--- src/hw/rtl/tle_pkg.sv ---
`timescale 1ns / 1ps
package tle_pkg;

  localparam int LINE_BYTES = 32;
  localparam int LEN_W      = $clog2(LINE_BYTES);

  localparam logic [7:0] CH_BS    = 8'h08;
  localparam logic [7:0] CH_LF    = 8'h0A;
  localparam logic [7:0] CH_CR    = 8'h0D;
  localparam logic [7:0] CH_SPACE = 8'h20;
  localparam logic [7:0] CH_GT    = 8'h3E;
  localparam logic [7:0] CH_DEL   = 8'h7F;
  localparam logic [7:0] CH_WILL  = 8'hFB;
  localparam logic [7:0] CH_IAC   = 8'hFF;

  // What an accepted byte asks of the sequencer
  typedef enum logic [1:0] {
    K_NONE,
    K_CR,
    K_BS,
    K_PRINT
  } kind_t;

  // Which byte goes into the output register
  typedef enum logic [2:0] {
    E_CR,
    E_LF,
    E_GT,
    E_SP,
    E_BS,
    E_ECHO,
    E_CMD
  } emit_sel_t;

  typedef enum logic [3:0] {
    S_IDLE,
    S_CR_CR,
    S_CR_LF,
    S_RD,
    S_CMD,
    S_PR_GT,
    S_PR_SP,
    S_BS1,
    S_BS_SP,
    S_BS2,
    S_ECHO
  } state_t;

  typedef struct packed {
    logic      accept;
    logic      emit;
    emit_sel_t emit_sel;
    logic      emit_last;
    logic      rd_issue;
  } ctrl_cmd_t;

  typedef struct packed {
    kind_t kind;
    logic  out_free;
    logic  line_empty;
    logic  cmd_final;
  } dp_status_t;

endpackage

--- src/hw/rtl/tle_ctrl.sv ---
`timescale 1ns / 1ps
module tle_ctrl (
  input  logic                clk,
  input  logic                rst_n,
  input  logic                in_valid,
  output logic                in_ready,
  input  tle_pkg::dp_status_t status,
  output tle_pkg::ctrl_cmd_t  cmd
);
  import tle_pkg::*;

  state_t state_r;
  state_t state_nxt;

  always_ff @(posedge clk) begin
    if (!rst_n) begin
      state_r <= S_IDLE;
    end else begin
      state_r <= state_nxt;
    end
  end

  always_comb begin
    state_nxt = state_r;
    case (state_r)
      S_IDLE: begin
        if (in_valid) begin
          case (status.kind)
            K_CR:    state_nxt = S_CR_CR;
            K_BS:    state_nxt = S_BS1;
            K_PRINT: state_nxt = S_ECHO;
            default: state_nxt = S_IDLE;
          endcase
        end
      end
      S_CR_CR: if (status.out_free) state_nxt = S_CR_LF;
      S_CR_LF: begin
        if (status.out_free) state_nxt = status.line_empty ? S_PR_GT : S_RD;
      end
      S_RD:    state_nxt = S_CMD;
      S_CMD: begin
        if (status.out_free) state_nxt = status.cmd_final ? S_PR_GT : S_RD;
      end
      S_PR_GT: if (status.out_free) state_nxt = S_PR_SP;
      S_PR_SP: if (status.out_free) state_nxt = S_IDLE;
      S_BS1:   if (status.out_free) state_nxt = S_BS_SP;
      S_BS_SP: if (status.out_free) state_nxt = S_BS2;
      S_BS2:   if (status.out_free) state_nxt = S_IDLE;
      S_ECHO:  if (status.out_free) state_nxt = S_IDLE;
      default: state_nxt = S_IDLE;
    endcase
  end

  always_comb begin
    in_ready      = 1'b0;
    cmd.accept    = 1'b0;
    cmd.emit      = 1'b0;
    cmd.emit_sel  = E_CR;
    cmd.emit_last = 1'b0;
    cmd.rd_issue  = 1'b0;
    case (state_r)
      S_IDLE: begin
        in_ready   = 1'b1;
        cmd.accept = in_valid;
      end
      S_CR_CR: begin
        cmd.emit     = status.out_free;
        cmd.emit_sel = E_CR;
      end
      S_CR_LF: begin
        cmd.emit     = status.out_free;
        cmd.emit_sel = E_LF;
      end
      S_RD: cmd.rd_issue = 1'b1;
      S_CMD: begin
        cmd.emit     = status.out_free;
        cmd.emit_sel = E_CMD;
      end
      S_PR_GT: begin
        cmd.emit     = status.out_free;
        cmd.emit_sel = E_GT;
      end
      S_PR_SP: begin
        cmd.emit      = status.out_free;
        cmd.emit_sel  = E_SP;
        cmd.emit_last = 1'b1;
      end
      S_BS1: begin
        cmd.emit     = status.out_free;
        cmd.emit_sel = E_BS;
      end
      S_BS_SP: begin
        cmd.emit     = status.out_free;
        cmd.emit_sel = E_SP;
      end
      S_BS2: begin
        cmd.emit      = status.out_free;
        cmd.emit_sel  = E_BS;
        cmd.emit_last = 1'b1;
      end
      S_ECHO: begin
        cmd.emit      = status.out_free;
        cmd.emit_sel  = E_ECHO;
        cmd.emit_last = 1'b1;
      end
      default: begin
        in_ready = 1'b0;
      end
    endcase
  end

endmodule

--- src/hw/rtl/tle_datapath.sv ---
`timescale 1ns / 1ps
module tle_datapath (
  input  logic                clk,
  input  logic                rst_n,
  input  logic [7:0]          rx_byte,
  input  tle_pkg::ctrl_cmd_t  cmd,
  output tle_pkg::dp_status_t status,
  output logic                out_valid,
  input  logic                out_ready,
  output logic [7:0]          out_byte,
  output logic                out_to_command,
  output logic                out_line_end,
  output logic                out_last
);
  import tle_pkg::*;

  logic             iac_r,  iac_nxt;
  logic             skip_r, skip_nxt;
  logic [LEN_W-1:0] len_r,  len_nxt;
  logic [LEN_W-1:0] idx_r,  idx_nxt;
  logic [7:0]       byte_r;
  logic [7:0]       rd_data_r;
  logic [7:0]       line_mem [LINE_BYTES];

  logic             ovalid_r, ovalid_nxt;
  logic [7:0]       obyte_r;
  logic             ocmd_r;
  logic             oend_r;
  logic             olast_r;

  logic             cmd_final;
  logic [7:0]       emit_byte;
  kind_t            kind;

  assign cmd_final = ({1'b0, idx_r} + (LEN_W+1)'(1)) == {1'b0, len_r};

  always_comb begin
    kind = K_NONE;
    if (skip_r || iac_r || rx_byte == CH_IAC || rx_byte == CH_LF) begin
      kind = K_NONE;
    end else if (rx_byte == CH_CR) begin
      kind = K_CR;
    end else if (rx_byte == CH_DEL || rx_byte == CH_BS) begin
      kind = (len_r != '0) ? K_BS : K_NONE;
    end else if (rx_byte < CH_SPACE) begin
      kind = K_NONE;
    end else if ({1'b0, len_r} < (LEN_W+1)'(LINE_BYTES - 1)) begin
      kind = K_PRINT;
    end
  end

  assign status.kind       = kind;
  assign status.out_free   = !ovalid_r || out_ready;
  assign status.line_empty = (len_r == '0);
  assign status.cmd_final  = cmd_final;

  // Telnet command tracking and line length
  always_comb begin
    iac_nxt  = iac_r;
    skip_nxt = skip_r;
    len_nxt  = len_r;
    idx_nxt  = idx_r;
    if (cmd.accept) begin
      if (skip_r) begin
        skip_nxt = 1'b0;
      end else if (iac_r) begin
        iac_nxt  = 1'b0;
        skip_nxt = (rx_byte >= CH_WILL);
      end else if (rx_byte == CH_IAC) begin
        iac_nxt = 1'b1;
      end
      if (kind == K_PRINT) len_nxt = len_r + LEN_W'(1);
      if (kind == K_BS)    len_nxt = len_r - LEN_W'(1);
    end
    if (cmd.emit && cmd.emit_sel == E_CMD) begin
      if (cmd_final) begin
        idx_nxt = '0;
        len_nxt = '0;
      end else begin
        idx_nxt = idx_r + LEN_W'(1);
      end
    end
  end

  always_ff @(posedge clk) begin
    if (!rst_n) begin
      iac_r  <= 1'b0;
      skip_r <= 1'b0;
      len_r  <= '0;
      idx_r  <= '0;
    end else begin
      iac_r  <= iac_nxt;
      skip_r <= skip_nxt;
      len_r  <= len_nxt;
      idx_r  <= idx_nxt;
    end
  end

  always_ff @(posedge clk) begin
    if (cmd.accept) byte_r <= rx_byte;
    if (cmd.accept && kind == K_PRINT) line_mem[len_r] <= rx_byte;
    if (cmd.rd_issue) rd_data_r <= line_mem[idx_r];
  end

  always_comb begin
    case (cmd.emit_sel)
      E_CR:    emit_byte = CH_CR;
      E_LF:    emit_byte = CH_LF;
      E_GT:    emit_byte = CH_GT;
      E_SP:    emit_byte = CH_SPACE;
      E_BS:    emit_byte = CH_BS;
      E_ECHO:  emit_byte = byte_r;
      E_CMD:   emit_byte = rd_data_r;
      default: emit_byte = CH_SPACE;
    endcase
  end

  // Output register: drop on transaction, reload on emit
  always_comb begin
    ovalid_nxt = ovalid_r;
    if (out_ready) ovalid_nxt = 1'b0;
    if (cmd.emit)  ovalid_nxt = 1'b1;
  end

  always_ff @(posedge clk) begin
    if (!rst_n) begin
      ovalid_r <= 1'b0;
    end else begin
      ovalid_r <= ovalid_nxt;
    end
  end

  always_ff @(posedge clk) begin
    if (cmd.emit) begin
      obyte_r <= emit_byte;
      ocmd_r  <= (cmd.emit_sel == E_CMD);
      oend_r  <= (cmd.emit_sel == E_CMD) && cmd_final;
      olast_r <= cmd.emit_last;
    end
  end

  assign out_valid      = ovalid_r;
  assign out_byte       = obyte_r;
  assign out_to_command = ocmd_r;
  assign out_line_end   = oend_r;
  assign out_last       = olast_r;

endmodule

--- src/hw/rtl/telnet_line_editor.sv ---
`timescale 1ns / 1ps
// Telnet line editor: strips IAC sequences from received bytes, echoes the
// edited line back to the client and, on CR, hands the stored line to the
// command side (tuser[0] set, tuser[1] on its final character) followed by
// the prompt. tlast marks the final result of each input byte. One byte is
// taken at a time: the next is accepted only after every result of the last
// has been loaded into the output register. On CR each stored character is
// read from the line memory and then loaded into the output register; a
// stalled output holds the sequence.
module telnet_line_editor (
  input  logic       clk,
  input  logic       rst_n,
  input  logic       in_tvalid,
  output logic       in_tready,
  input  logic [7:0] in_tdata,   // [7:0] rx_byte
  output logic       out_tvalid,
  input  logic       out_tready,
  output logic [7:0] out_tdata,  // [7:0] out_byte
  output logic [1:0] out_tuser,  // [0] to_command, [1] line_end
  output logic       out_tlast
);
  import tle_pkg::*;

  ctrl_cmd_t  cmd;
  dp_status_t status;

  tle_ctrl u_ctrl (
    .clk      (clk),
    .rst_n    (rst_n),
    .in_valid (in_tvalid),
    .in_ready (in_tready),
    .status   (status),
    .cmd      (cmd)
  );

  tle_datapath u_datapath (
    .clk            (clk),
    .rst_n          (rst_n),
    .rx_byte        (in_tdata),
    .cmd            (cmd),
    .status         (status),
    .out_valid      (out_tvalid),
    .out_ready      (out_tready),
    .out_byte       (out_tdata),
    .out_to_command (out_tuser[0]),
    .out_line_end   (out_tuser[1]),
    .out_last       (out_tlast)
  );

endmodule

--- config.mk ---
export PLATFORM = sky130hd
export DESIGN_NAME = telnet_line_editor
export DESIGN_NICKNAME = d
export VERILOG_FILES = /design/src/hw/rtl/tle_pkg.sv /design/src/hw/rtl/tle_ctrl.sv /design/src/hw/rtl/tle_datapath.sv /design/src/hw/rtl/telnet_line_editor.sv
export SDC_FILE = /design/constraint.sdc
export NUM_CORES = 1
export LEC_CHECK = 0
export ABC_AREA = 1
export BUFFER_PORTS_ARGS = -buffer_cell sky130_fd_sc_hd__buf_2
export CAP_MARGIN = 30
export CORE_UTILIZATION = 50
export CTS_CLUSTER_SIZE = 10
export DETAILED_ROUTE_END_ITERATION = 8
export PLACE_DENSITY = 0.77
export SLEW_MARGIN = 10
export SYNTH_ARGS = -nofsm -noshare
export SYNTH_HDL_FRONTEND = slang
export SYNTH_SLANG_ARGS = --single-unit
--- constraint.sdc ---
create_clock -name clk -period 2.7 [get_ports clk]
set_input_delay 0 -clock clk [delete_from_list [all_inputs] [get_ports clk]]
set_output_delay 0 -clock clk [all_outputs]
set_load 0.005 [all_outputs]
==> summary.md, run 1 <==
| Metric | Value |
|---|---|
| WL/cell | `21.79 um` |
| Final #Nets | `1136` |
| Ant. Diodes | `0` |
| Grt total ovfl | `0` |
| GPL Wtd Cong | `0.9378` |
| Number of flops mapped to enable cells by yosys | `283` |
| Initial antenna violation count | `0` |
| I/O pins | `25` |
| Crit-path cells | `dlygate4sd3_1 > buf_2 > nand3_1 > nor3_1 > nand2_1 > nand2_1 > nand2_1 > a21oi_1 > ha_1 > nand2_1 > nor2_4 > buf_12 > nand2_4 > nor2_1 > buf_4` |
| Hold WS | `43.19 ps` |
| Ys flop type | `edfxtp_1` |
| Pwr Total | `11.77 mW` |
| # rows | `58` |
| Required @ worst endpoint | `2910 ps` |
| Post-Syn Instances | `1041` |
| Die extent in x | `161.6 um` |
| Top Family by Delay on Critical Path | `buffers and inverters` |
| Drt via density | `6.027` |
| Number of buffers created by CTS | `36` |
| Max Slew Vio Count | `0` |
| DR iter-0 viols | `1114` |
| FF+latch area | `8847 um2` |
| TNS Setup | `0 ps` |
| Synthesized Nets | `1061` |
| Wirelength, routed | `31.82 mm` |
| HPWL Detailed | `19.99 mm` |
| Area after DPL | `13400 um2` |
| CP Capture Type | `flop` |
| Leakage | `5.038 nW` |
| First-pass GRT wire length | `48.54 mm` |
| Die ar. | `26110 um2` |
| Fillers | `2021` |
| Power Dens Cells | `808.2 nW/um2` |
| H-tree depth | `2` |
| Clock period minus worst slack | `2488 ps` |
| Fin. Hold Viols | `0` |
| Multi-input logic area | `3418 um2` |
| Non-filler instance count after layout | `1460` |
| Synth warn | `0` |
| Outcome | `completed` |
| GRT Util Overall | `24.96%` |
| CTS Sinks | `300` |
| Initial core utilization | `50.71%` |
| Mapped cell area | `12730 um2` |
| Max_cap viols | `0` |
| Antenna Violating Nets Remaining | `0` |
| Worst-Skew Late Latency | `520 ps` |
| Worst hold path class | `input pin to flop` |
| Register bit total from synthesis | `300` |
| Critical path class | `input pin to flop` |
| Share of flip-flops with an asynchronous set or reset | `0%` |
| Clock Skew | `17.15 ps` |
| Worst vdd ir | `0.6253 mV` |
| Max Fclk | `0.4020 GHz` |
| Buffers and inverters on the worst path | `4` |
| CP max FO | `13` |
| CORE AREA | `25110 um2` |
| CP max stage delay | `520 ps` |
| Sequential area share after synthesis | `69.41%` |
| Vias in the first global route | `8543` |
| Crit path DAT | `2700 ps` |
| DRC | `0` |
| Port Buffers | `24` |
| Final Cell Area | `14570 um2` |
| Total number of vias | `8800` |
| Final setup fails | `0` |
| Avg Cell Area, Syn | `12.23 um2` |
| Distinct cells, synth | `34` |
| Root Buffer | `clkbuf_16` |
| Nature of the critical path startpoint | `input pin` |
| RSZ-0062 raised after global routing | `false` |
| Most frequent CP cell | `nand2_1` |
| Cells after DPL | `1396` |
| Fin crit share | `92.14%` |
| Slew @ Worst Pin | `743.8 ps` |
| Clock Pin Slew Worst Setup and Hold Paths | `50 ps` |
| TritonCTS clock tree | `built` |
| CP max stage cell | `dlygate4sd3_1` |
| CTS Buffer Depth | `3` |
| First-pass iteration count of the detailed router | `7` |
| Worst slew margin | `50.36%` |
| Largest net degree at the start of global routing | `65` |
| Synth-to-Final Area Change | `14.42%` |
| Die Height | `161.6 um` |
| Share of layout cells above drive strength 1 | `13.72%` |
[cell families (layout without fill, tap and decap cells)]
logic type / Yosys count / in the layout / synth area share, %
flops: 300 / 300 / 69.41
xor+xnor: 4 / 4 / 0.2751
buf+inv: 102 / 191 / 4.068
compound gates: 225 / 225 / 12.23
simple gates: 402 / 402 / 13.23
fa+ha+maj: 8 / 8 / 0.7861
[through the flow]
step | util, % | worst slack, ps
6_report | 58.02 | 212.3
5_1_grt | 58.02 | 63.01
4_1_cts | 57.77 | 11.87
3_5_place_dp | 53.36 | 41.94
3_3_place_gp | 53.36 | 156.0
2_1_floorplan | - | 235.6
[sequential cells by signal, summed over array words and instances (netlist names)]
| register | flops |
|---|---|
| u_datapath.out_line_end | 1 |
| u_datapath.line_mem | 256 |
| u_ctrl.state_r | 4 |
| u_datapath.byte_r | 8 |
| u_datapath.len_r | 5 |
| u_datapath.iac_r | 1 |
| u_datapath.out_byte | 8 |
| u_datapath.out_last | 1 |
| u_datapath.out_to_command | 1 |
| u_datapath.rd_data_r | 8 |
| u_datapath.idx_r | 5 |
| u_datapath.out_valid | 1 |
| u_datapath.skip_r | 1 |
[cell usage in the layout (no fill, tap or decap), types with 2 or more instances in the layout]
cell type      count
edfxtp_1         283
nor2_1           178
nand2_1          128
o221ai_1          65
o21ai_0           65
o21bai_1          64
buf_4             59
nand3_1           57
clkbuf_16         37
inv_1             34
buf_2             24
a21oi_1           17
dfxtp_1           14
clkbuf_1          12
nand4_1           11
dlygate4sd3_1     11
ha_1               8
nor3_1             7
o21ai_1            6
nor2_2             6
nor2_4             4
xor2_1             4
nand2_2            4
inv_2              4
nand2_4            3
clkinv_1           3
inv_6              3
buf_12             3
o22ai_1            2
o2111ai_1          2
a22o_1             2
dfxtp_4            2
[synth_stat cells, types with 3 or more instances]
library cell | n | share of area, %
edfxtp_1 | 283 | 67
nor2_1 | 179 | 5.3
nand2_1 | 128 | 3.8
o21ai_0 | 65 | 2.6
o221ai_1 | 65 | 4.5
o21bai_1 | 64 | 3.8
nand3_1 | 57 | 2.2
inv_1 | 34 | 1.0
clkbuf_1 | 21 | 0.62
buf_2 | 19 | 0.75
a21oi_1 | 17 | 0.67
dfxtp_1 | 17 | 2.7
buf_6 | 11 | 0.97
nand4_1 | 11 | 0.54
ha_1 | 8 | 0.79
nand2_2 | 8 | 0.39
buf_4 | 7 | 0.41
nor2_2 | 7 | 0.34
nor3_1 | 7 | 0.28
o21ai_1 | 6 | 0.24
inv_2 | 4 | 0.12
xor2_1 | 4 | 0.28
clkinv_1 | 3 | 0.088
[where the power goes]
group / total, mW / switching [mW] / internal (mW)
clock: 4.20 / 1.71 / 2.49
sequential: 5.56 / 0.142 / 5.42
combinational: 2.01 / 1.40 / 0.608
[what timing repair did]
item	CTS	global route
setup endpoints to repair	0	255
endpoints found under the hold margin	43	0
setup buffers	0	1
resized for setup	0	9
hold buffers	11	0
[tightest hold or removal path: stages]
cell,delay (ps)
buf_2,90
nor2_1,70
nand2_1,100
nand2_2,100
nand2_1,70
a21oi_1,60
[per-layer routing]
metal  global-route usage (%)  part of all wire (%)  up-vias
met2                    40.22                    47      521
met1                    32.70                    40     4247
met3                    4.237                   8.8       88
li1                         -                     -     3944
met5                        0                     0        -
met4                    12.91                   4.5        0
[cell type report]
class	count	area share, %
flip-flops and latches	300	60.73
inverters	42	1.099
clock inverters	3	0.1804
well taps	330	2.834
clock buffers	49	6.664
multi-input cells	639	23.46
repair buffers	97	5.033
[path summary, 6_finish.rpt]
check                                             endpoint  cells after the start                start  slack (ps)
worst max-delay path            u_datapath.line_mem[11][1]                     15          in_tdata[3]         210
worst min-delay path                     u_ctrl.state_r[3]                      6           out_tready          40
worst max register to register  u_datapath.line_mem[11][1]                     12  u_datapath.len_r[0]         210
worst min register to register           u_datapath.skip_r                      2    u_datapath.skip_r         470
No activity file was read; power rests on OpenSTA's default activity.
==> inputs of run 2 (changes only) <==
Settings changed: CELL_PAD_IN_SITES_DETAIL_PLACEMENT set to 1, CELL_PAD_IN_SITES_GLOBAL_PLACEMENT set to 1, CORE_UTILIZATION 50 to 47, PLACE_DENSITY 0.77 to 0.85.
==> summary.md, run 2 (same netlist as run 1, synthesis figures left out) <==
| Metric | Value |
|---|---|
| Initial antenna violation count | `0 (unchanged)` |
| Power Dens Cells | `831.0 nW/um2 (+2.8%)` |
| Synth-to-Final Area Change | `15.04%` |
| Slew @ Worst Pin | `696.6 ps (-47.18 ps)` |
| Crit path DAT | `2870 ps (+170 ps)` |
| Max reg flops | `256 (unchanged)` |
| Fin crit share | `98.06% (+5.9 points)` |
| CTS Buffer Depth | `3 (unchanged)` |
| Number of buffers created by CTS | `36 (unchanged)` |
| Fin. Hold Viols | `0 (unchanged)` |
| Met3 wire len | `2.370 mm (-15%)` |
| Critical path class | `flop to flop` |
| I/O pins | `25 (unchanged)` |
| Clock period minus worst slack | `2648 ps (+159.9 ps)` |
| CTS Sinks | `300 (unchanged)` |
| Failing checks | `design-rule violations` |
| Grt total ovfl | `0 (unchanged)` |
| H-tree depth | `2 (unchanged)` |
| First-pass iteration count of the detailed router | `7 (unchanged)` |
| Clock Pin Slew Worst Setup and Hold Paths | `60 ps (about the same)` |
| Ant. Diodes | `0 (unchanged)` |
| Worst vdd ir | `0.5525 mV (-12%)` |
| Max Slew Vio Count | `0 (unchanged)` |
| GRT Util Overall | `27.52% (+2.6 points)` |
| DR top layer | `met4` |
| Commonest cells after routing, fill and taps aside | `283 x edfxtp_1, 179 x nor2_1, 128 x nand2_1` |
| DRC | `1 (+1)` |
| Wl on met1 | `15.11 mm (+19%)` |
| Nature of the critical path startpoint | `flop` |
| Die extent in x | `166.6 um (+3.1%)` |
| CORE AREA | `26280 um2 (+4.7%)` |
| CP max FO | `8 (-5)` |
| Worst hold path class | `input pin to flop` |
| Max Fclk | `0.3777 GHz (-6.0%)` |
| Hold WS | `71.82 ps (+28.63 ps)` |
| Worst slew margin | `53.39% (+3.0 points)` |
| Die ar. | `27750 um2 (+6.3%)` |
| Met2 wire length | `18.24 mm (+23%)` |
| Root Buffer | `clkbuf_16` |
| # rows | `59 (+1.7%)` |
| Util after Layout | `55.74% (-2.3 points)` |
| TritonCTS clock tree | `built` |
| GPL Wtd Cong | `0.8813 (-6.0%)` |
| Die Height | `166.6 um (+3.1%)` |
| WL/cell | `25.39 um (+17%)` |
| Port Buffers | `24 (unchanged)` |
| Worst-Skew Late Latency | `520 ps (about the same)` |
| Share of layout cells above drive strength 1 | `14.21% (+0.49 points)` |
| CP Capture Type | `flop` |
| Max_cap viols | `0 (unchanged)` |
| First-pass GRT wire length | `56.92 mm (+17%)` |
| Leakage | `5.090 nW (+1.0%)` |
| Vias in the first global route | `9383 (+9.8%)` |
| Total number of vias | `8993 (+2.2%)` |
| Top reg by flops | `u_datapath.line_mem` |
| Largest net degree at the start of global routing | `65 (unchanged)` |
| Clock Skew | `14.47 ps (-2.680 ps)` |
| Final #Nets | `1143 (+0.62%)` |
| Wirelength, routed | `37.46 mm (+18%)` |
| Drt via density | `6.097 (+1.2%)` |
| HPWL Detailed | `24.29 mm (+21%)` |
| Required @ worst endpoint | `2920 ps (about the same)` |
| Antenna Violating Nets Remaining | `0 (unchanged)` |
| Final setup fails | `0 (unchanged)` |
| Initial core utilization | `48.45% (-2.3 points)` |
| DR iter-0 viols | `881 (-21%)` |
| Commonest non-fill, non-tap cell in the layout | `edfxtp_1` |
| Outcome | `complete, but fails checks` |
-- run 2: cell count changes in the layout (fill, tap and decap cells not counted), sizes merged --
| cell | previous run | this run |
|---|---|---|
| clkbuf | 49 | 52 |
| clkinv | 3 | 5 |
| buf | 86 | 94 |
| dlygate4sd3 | 11 | 10 |
| inv | 42 | 39 |
| bufinv | 0 | 1 |
-- run 2: what timing repair did --
| item | in CTS | in global routing |
|---|---|---|
| setup buffers | 0 | 3 |
| pin swaps | 0 | 2 |
| endpoints found under the hold margin | 35 | 0 |
| gates resized for setup | 0 | 7 |
| hold buffers | 10 | 0 |
| setup endpoints to repair | 24 | 256 |
-- run 2: metrics by stage --
| stage | area (um2) | setup TNS (ps) | setup WS, ps | instances | power [mW] |
|---|---|---|---|---|---|
| floorplan | 12730 | 0 | 235.6 | 1041 | 6.927 |
| global placement | 13440 | 0 | 182.6 | 1407 | 7.605 |
| detailed placement | 13440 | 0 | 52.54 | 1407 | 7.699 |
| CTS | 14590 | -246.1 | -22.92 | 1472 | 12.14 |
| global route | 14650 | -6535 | -78.34 | 1475 | 12.60 |
| finish | 14650 | 0 | 52.40 | 1475 | 12.17 |
-- run 2: worst paths after layout --
check	from	to	slack [ps]	cells past startpoint
worst min register to register	u_datapath.skip_r	u_datapath.skip_r	490	2
worst min-delay path	in_tdata[4]	u_datapath.line_mem[19][4]	70	2
worst max register to register	u_datapath.len_r[1]	u_datapath.line_mem[1][6]	50	12
worst max-delay path	u_datapath.len_r[1]	u_datapath.line_mem[1][6]	50	12
-- run 2: layer usage --
layer / vias to the layer above / track usage (%)
li1: 3981 / -
met1: 4500 / 35.24
met2: 401 / 46.15
met3: 111 / 4.064
met4: 0 / 13.24
met5: - / 0
-- run 2: report_power, final --
part           total, mW  switching [mW]  leakage [nW]  internal, mW
Combinational       2.19            1.57          1.89         0.620
Clock               4.42            1.77         0.507          2.65
Sequential          5.57           0.145          2.70          5.42
-- run 2: area by class of cell --
| class | count | area (um2) |
|---|---|---|
| Sequential cell | 300 | 8847 |
| Timing Repair Buffer | 104 | 758.2 |
| Inverter | 42 | 160.2 |
| Tap cell | 335 | 419.2 |
| Clock buffer | 52 | 1003 |
| Multi-Input combinational cell | 639 | 3411 |
| Clock inverter | 3 | 50.05 |
| Fill cell | 2670 | 11630 |
-- run 2: worst max-delay path: stages (launching register included) --
cell     delay (ps)
dfxtp_1         400
inv_1           140
ha_1            250
nand2_1         160
nand2_1          80
a21oi_1         200
ha_1            200
nand2_1         110
nor2_4          150
buf_4           140
nand2_4         160
nor2_1          180
buf_4           190
==> inputs of run 3 (changes only) <==
Settings changed: BUFFER_PORTS_ARGS -buffer_cell sky130_fd_sc_hd__buf_2 to -buffer_cell sky130_fd_sc_hd__buf_4.
==> summary.md, run 3 (same netlist as run 1, synthesis figures left out) <==
| Metric | Value |
|---|---|
| Outcome | `complete, but fails checks` |
| Failing checks | `design-rule violations` |
| RSZ-0062 raised after global routing | `false` |
| Critical path class | `flop to flop` |
| HPWL Detailed | `23.89 mm (-1.6%)` |
| Drt via density | `6.116 (+0.31%)` |
| Area after DPL | `13500 um2 (+0.48%)` |
| CP max stage cell | `dfxtp_2` |
| Worst slew margin | `51.27% (-2.1 points)` |
| Share of layout cells above drive strength 1 | `14.55% (+0.34 points)` |
| Launching point of the worst reg2reg path | `u_datapath.len_r[0]` |
| Initial antenna violation count | `0 (unchanged)` |
| Final Cell Area | `14660 um2 (about the same)` |
| Crit path DAT | `2760 ps (-110 ps)` |
| FF+latch area | `8848 um2 (about the same)` |
| Top Family by Delay on Critical Path | `simple AND/OR/NAND/NOR gates` |
| H-tree depth | `2 (unchanged)` |
| First-pass iteration count of the detailed router | `7 (unchanged)` |
| DRC | `1 (unchanged)` |
| Port Buffers | `24 (unchanged)` |
| CTS Sinks | `300 (unchanged)` |
| Commonest non-fill, non-tap cell in the layout | `edfxtp_1` |
| Grt total ovfl | `0 (unchanged)` |
| Initial core utilization | `48.45% (unchanged)` |
| DR iter-0 viols | `757 (-14%)` |
| Vias in the first global route | `9485 (+1.1%)` |
| Worst vdd ir | `0.5514 mV (-0.20%)` |
| Die ar. | `27750 um2 (unchanged)` |
| Ant. Diodes | `0 (unchanged)` |
| Die Height | `166.6 um (unchanged)` |
| Fillers | `2659 (-0.41%)` |
| GPL Wtd Cong | `0.8663 (-1.7%)` |
| Worst-Skew Late Latency | `530 ps (about the same)` |
| Root Buffer | `clkbuf_16` |
| Clock Skew | `20.45 ps (+5.985 ps)` |
| Post-CTS setup buffers | `0 (unchanged)` |
| Antenna Violating Nets Remaining | `0 (unchanged)` |
| Fin. Hold Viols | `0 (unchanged)` |
| Number of buffers created by CTS | `36 (unchanged)` |
| I/O pins | `25 (unchanged)` |
| Final setup fails | `0 (unchanged)` |
| Die extent in x | `166.6 um (unchanged)` |
| CP Capture Type | `flop` |
| Power Dens Cells | `825.1 nW/um2 (-0.70%)` |
| Synth-to-Final Area Change | `15.10% (about the same)` |
| First-pass GRT wire length | `57.97 mm (+1.9%)` |
| WL/cell | `25.98 um (+2.3%)` |
| Max Slew Vio Count | `0 (unchanged)` |
| Register-to-register setup slack | `160 ps (+110 ps)` |
| Most frequent CP cell | `nand2_1` |
| Nature of the critical path startpoint | `flop` |
| Worst hold stages | `2 (unchanged)` |
| Crit-path cells | `inv_1 > ha_1 > nand2_1 > nand2_1 > a21oi_2 > ha_1 > nand2_1 > nor2_4 > nand2_4 > nor2_2 > buf_4` |
| Reg-to-reg endpoint | `u_datapath.line_mem[14][0]` |
| Max reg flops | `256 (unchanged)` |
| Hold WS | `268.4 ps (+196.6 ps)` |
| Max Fclk | `0.3934 GHz (+4.1%)` |
| Final #Nets | `1140 (-0.26%)` |
| Slew @ Worst Pin | `728.3 ps (+31.66 ps)` |
| Required @ worst endpoint | `2920 ps (about the same)` |
| R2r worst-path depth | `11 (-1)` |
| HP Start | `in_tdata[6]` |
| Fin crit share | `94.16% (-3.9 points)` |
| CORE AREA | `26280 um2 (unchanged)` |
| TritonCTS clock tree | `built` |
| GRT Util Overall | `27.96% (+0.43 points)` |
| CTS Buffer Depth | `3 (unchanged)` |
| Clock period minus worst slack | `2542 ps (-105.4 ps)` |
| Total number of vias | `8984 (-0.10%)` |
| Worst hold path class | `input pin to flop` |
| Commonest cells after routing, fill and taps aside | `283 x edfxtp_1, 177 x nor2_1, 128 x nand2_1` |
| # rows | `59 (unchanged)` |
| Top reg by flops | `u_datapath.line_mem` |
| Clock Pin Slew Worst Setup and Hold Paths | `60 ps (about the same)` |
| CP max stage delay | `370 ps (-30 ps)` |
| Wirelength, routed | `38.16 mm (+1.9%)` |
| Min-Delay Endpoint | `u_datapath.line_mem[31][6]` |
| Max_cap viols | `0 (unchanged)` |
| Largest net degree at the start of global routing | `133 (+100%)` |
| Leakage | `5.071 nW (-0.37%)` |
| Util after Layout | `55.77% (about the same)` |
| Pwr Total | `12.09 mW (-0.65%)` |
| Buffers and inverters on the worst path | `2 (-1)` |
| CP max FO | `8 (unchanged)` |
| Multi-input logic area | `3410 um2 (about the same)` |
==> run 3: cell type report <==
| type | count | area share, % |
|---|---|---|
| clock buffer | 48 | 6.522 |
| multi-input combinational | 639 | 23.26 |
| timing repair buffer | 101 | 5.532 |
| sequential | 300 | 60.37 |
| tap | 335 | 2.860 |
| inverter | 42 | 1.093 |
| clock inverter | 4 | 0.3585 |
==> run 3: worst max-delay path by stage <==
stage                            endpoint  slack [ps]           startpoint  cells after the start
2_1_floorplan   u_datapath.line_mem[0][0]         240  u_datapath.len_r[3]                     12
3_3_place_gp   u_datapath.line_mem[14][0]          90          in_tdata[6]                     14
3_5_place_dp    u_datapath.line_mem[6][0]         -20          in_tdata[6]                     14
4_1_cts        u_datapath.line_mem[11][5]          40          in_tdata[6]                     15
5_1_grt         u_datapath.line_mem[4][1]           3  u_datapath.len_r[3]                     13
6_report       u_datapath.line_mem[14][0]         160  u_datapath.len_r[0]                     11
==> run 3: report_power, final <==
part	internal, mW	switching, mW
Clock	2.48	1.85
Sequential	5.42	0.146
Combinational	0.657	1.54
Total	8.56	3.54
==> run 3: per-stage QoR <==
step	instances	setup WS, ps	setup TNS (ps)
finish	1469	157.8	0
global route	1469	2.719	0
CTS	1469	37.54	0
detailed placement	1406	-20.69	-192.2
global placement	1406	89.89	0
floorplan	1041	235.6	0
==> run 3: what timing repair did <==
item,in CTS,in global routing
hold buffers,11,0
setup endpoints to repair,48,237
endpoints found under the hold margin,45,0
gates resized for setup,2,8
pin swaps,0,1
==> run 3: metal layers <==
layer / wire (um) / up-vias / global-route usage [%] / share of wire, %
li1: - / 3964 / - / -
met1: 15320 / 4510 / 35.77 / 40
met2: 18740 / 403 / 47.46 / 49
met3: 2397 / 107 / 3.755 / 6.3
met4: 1700 / 0 / 12.88 / 4.5
met5: 0 / - / 0 / 0
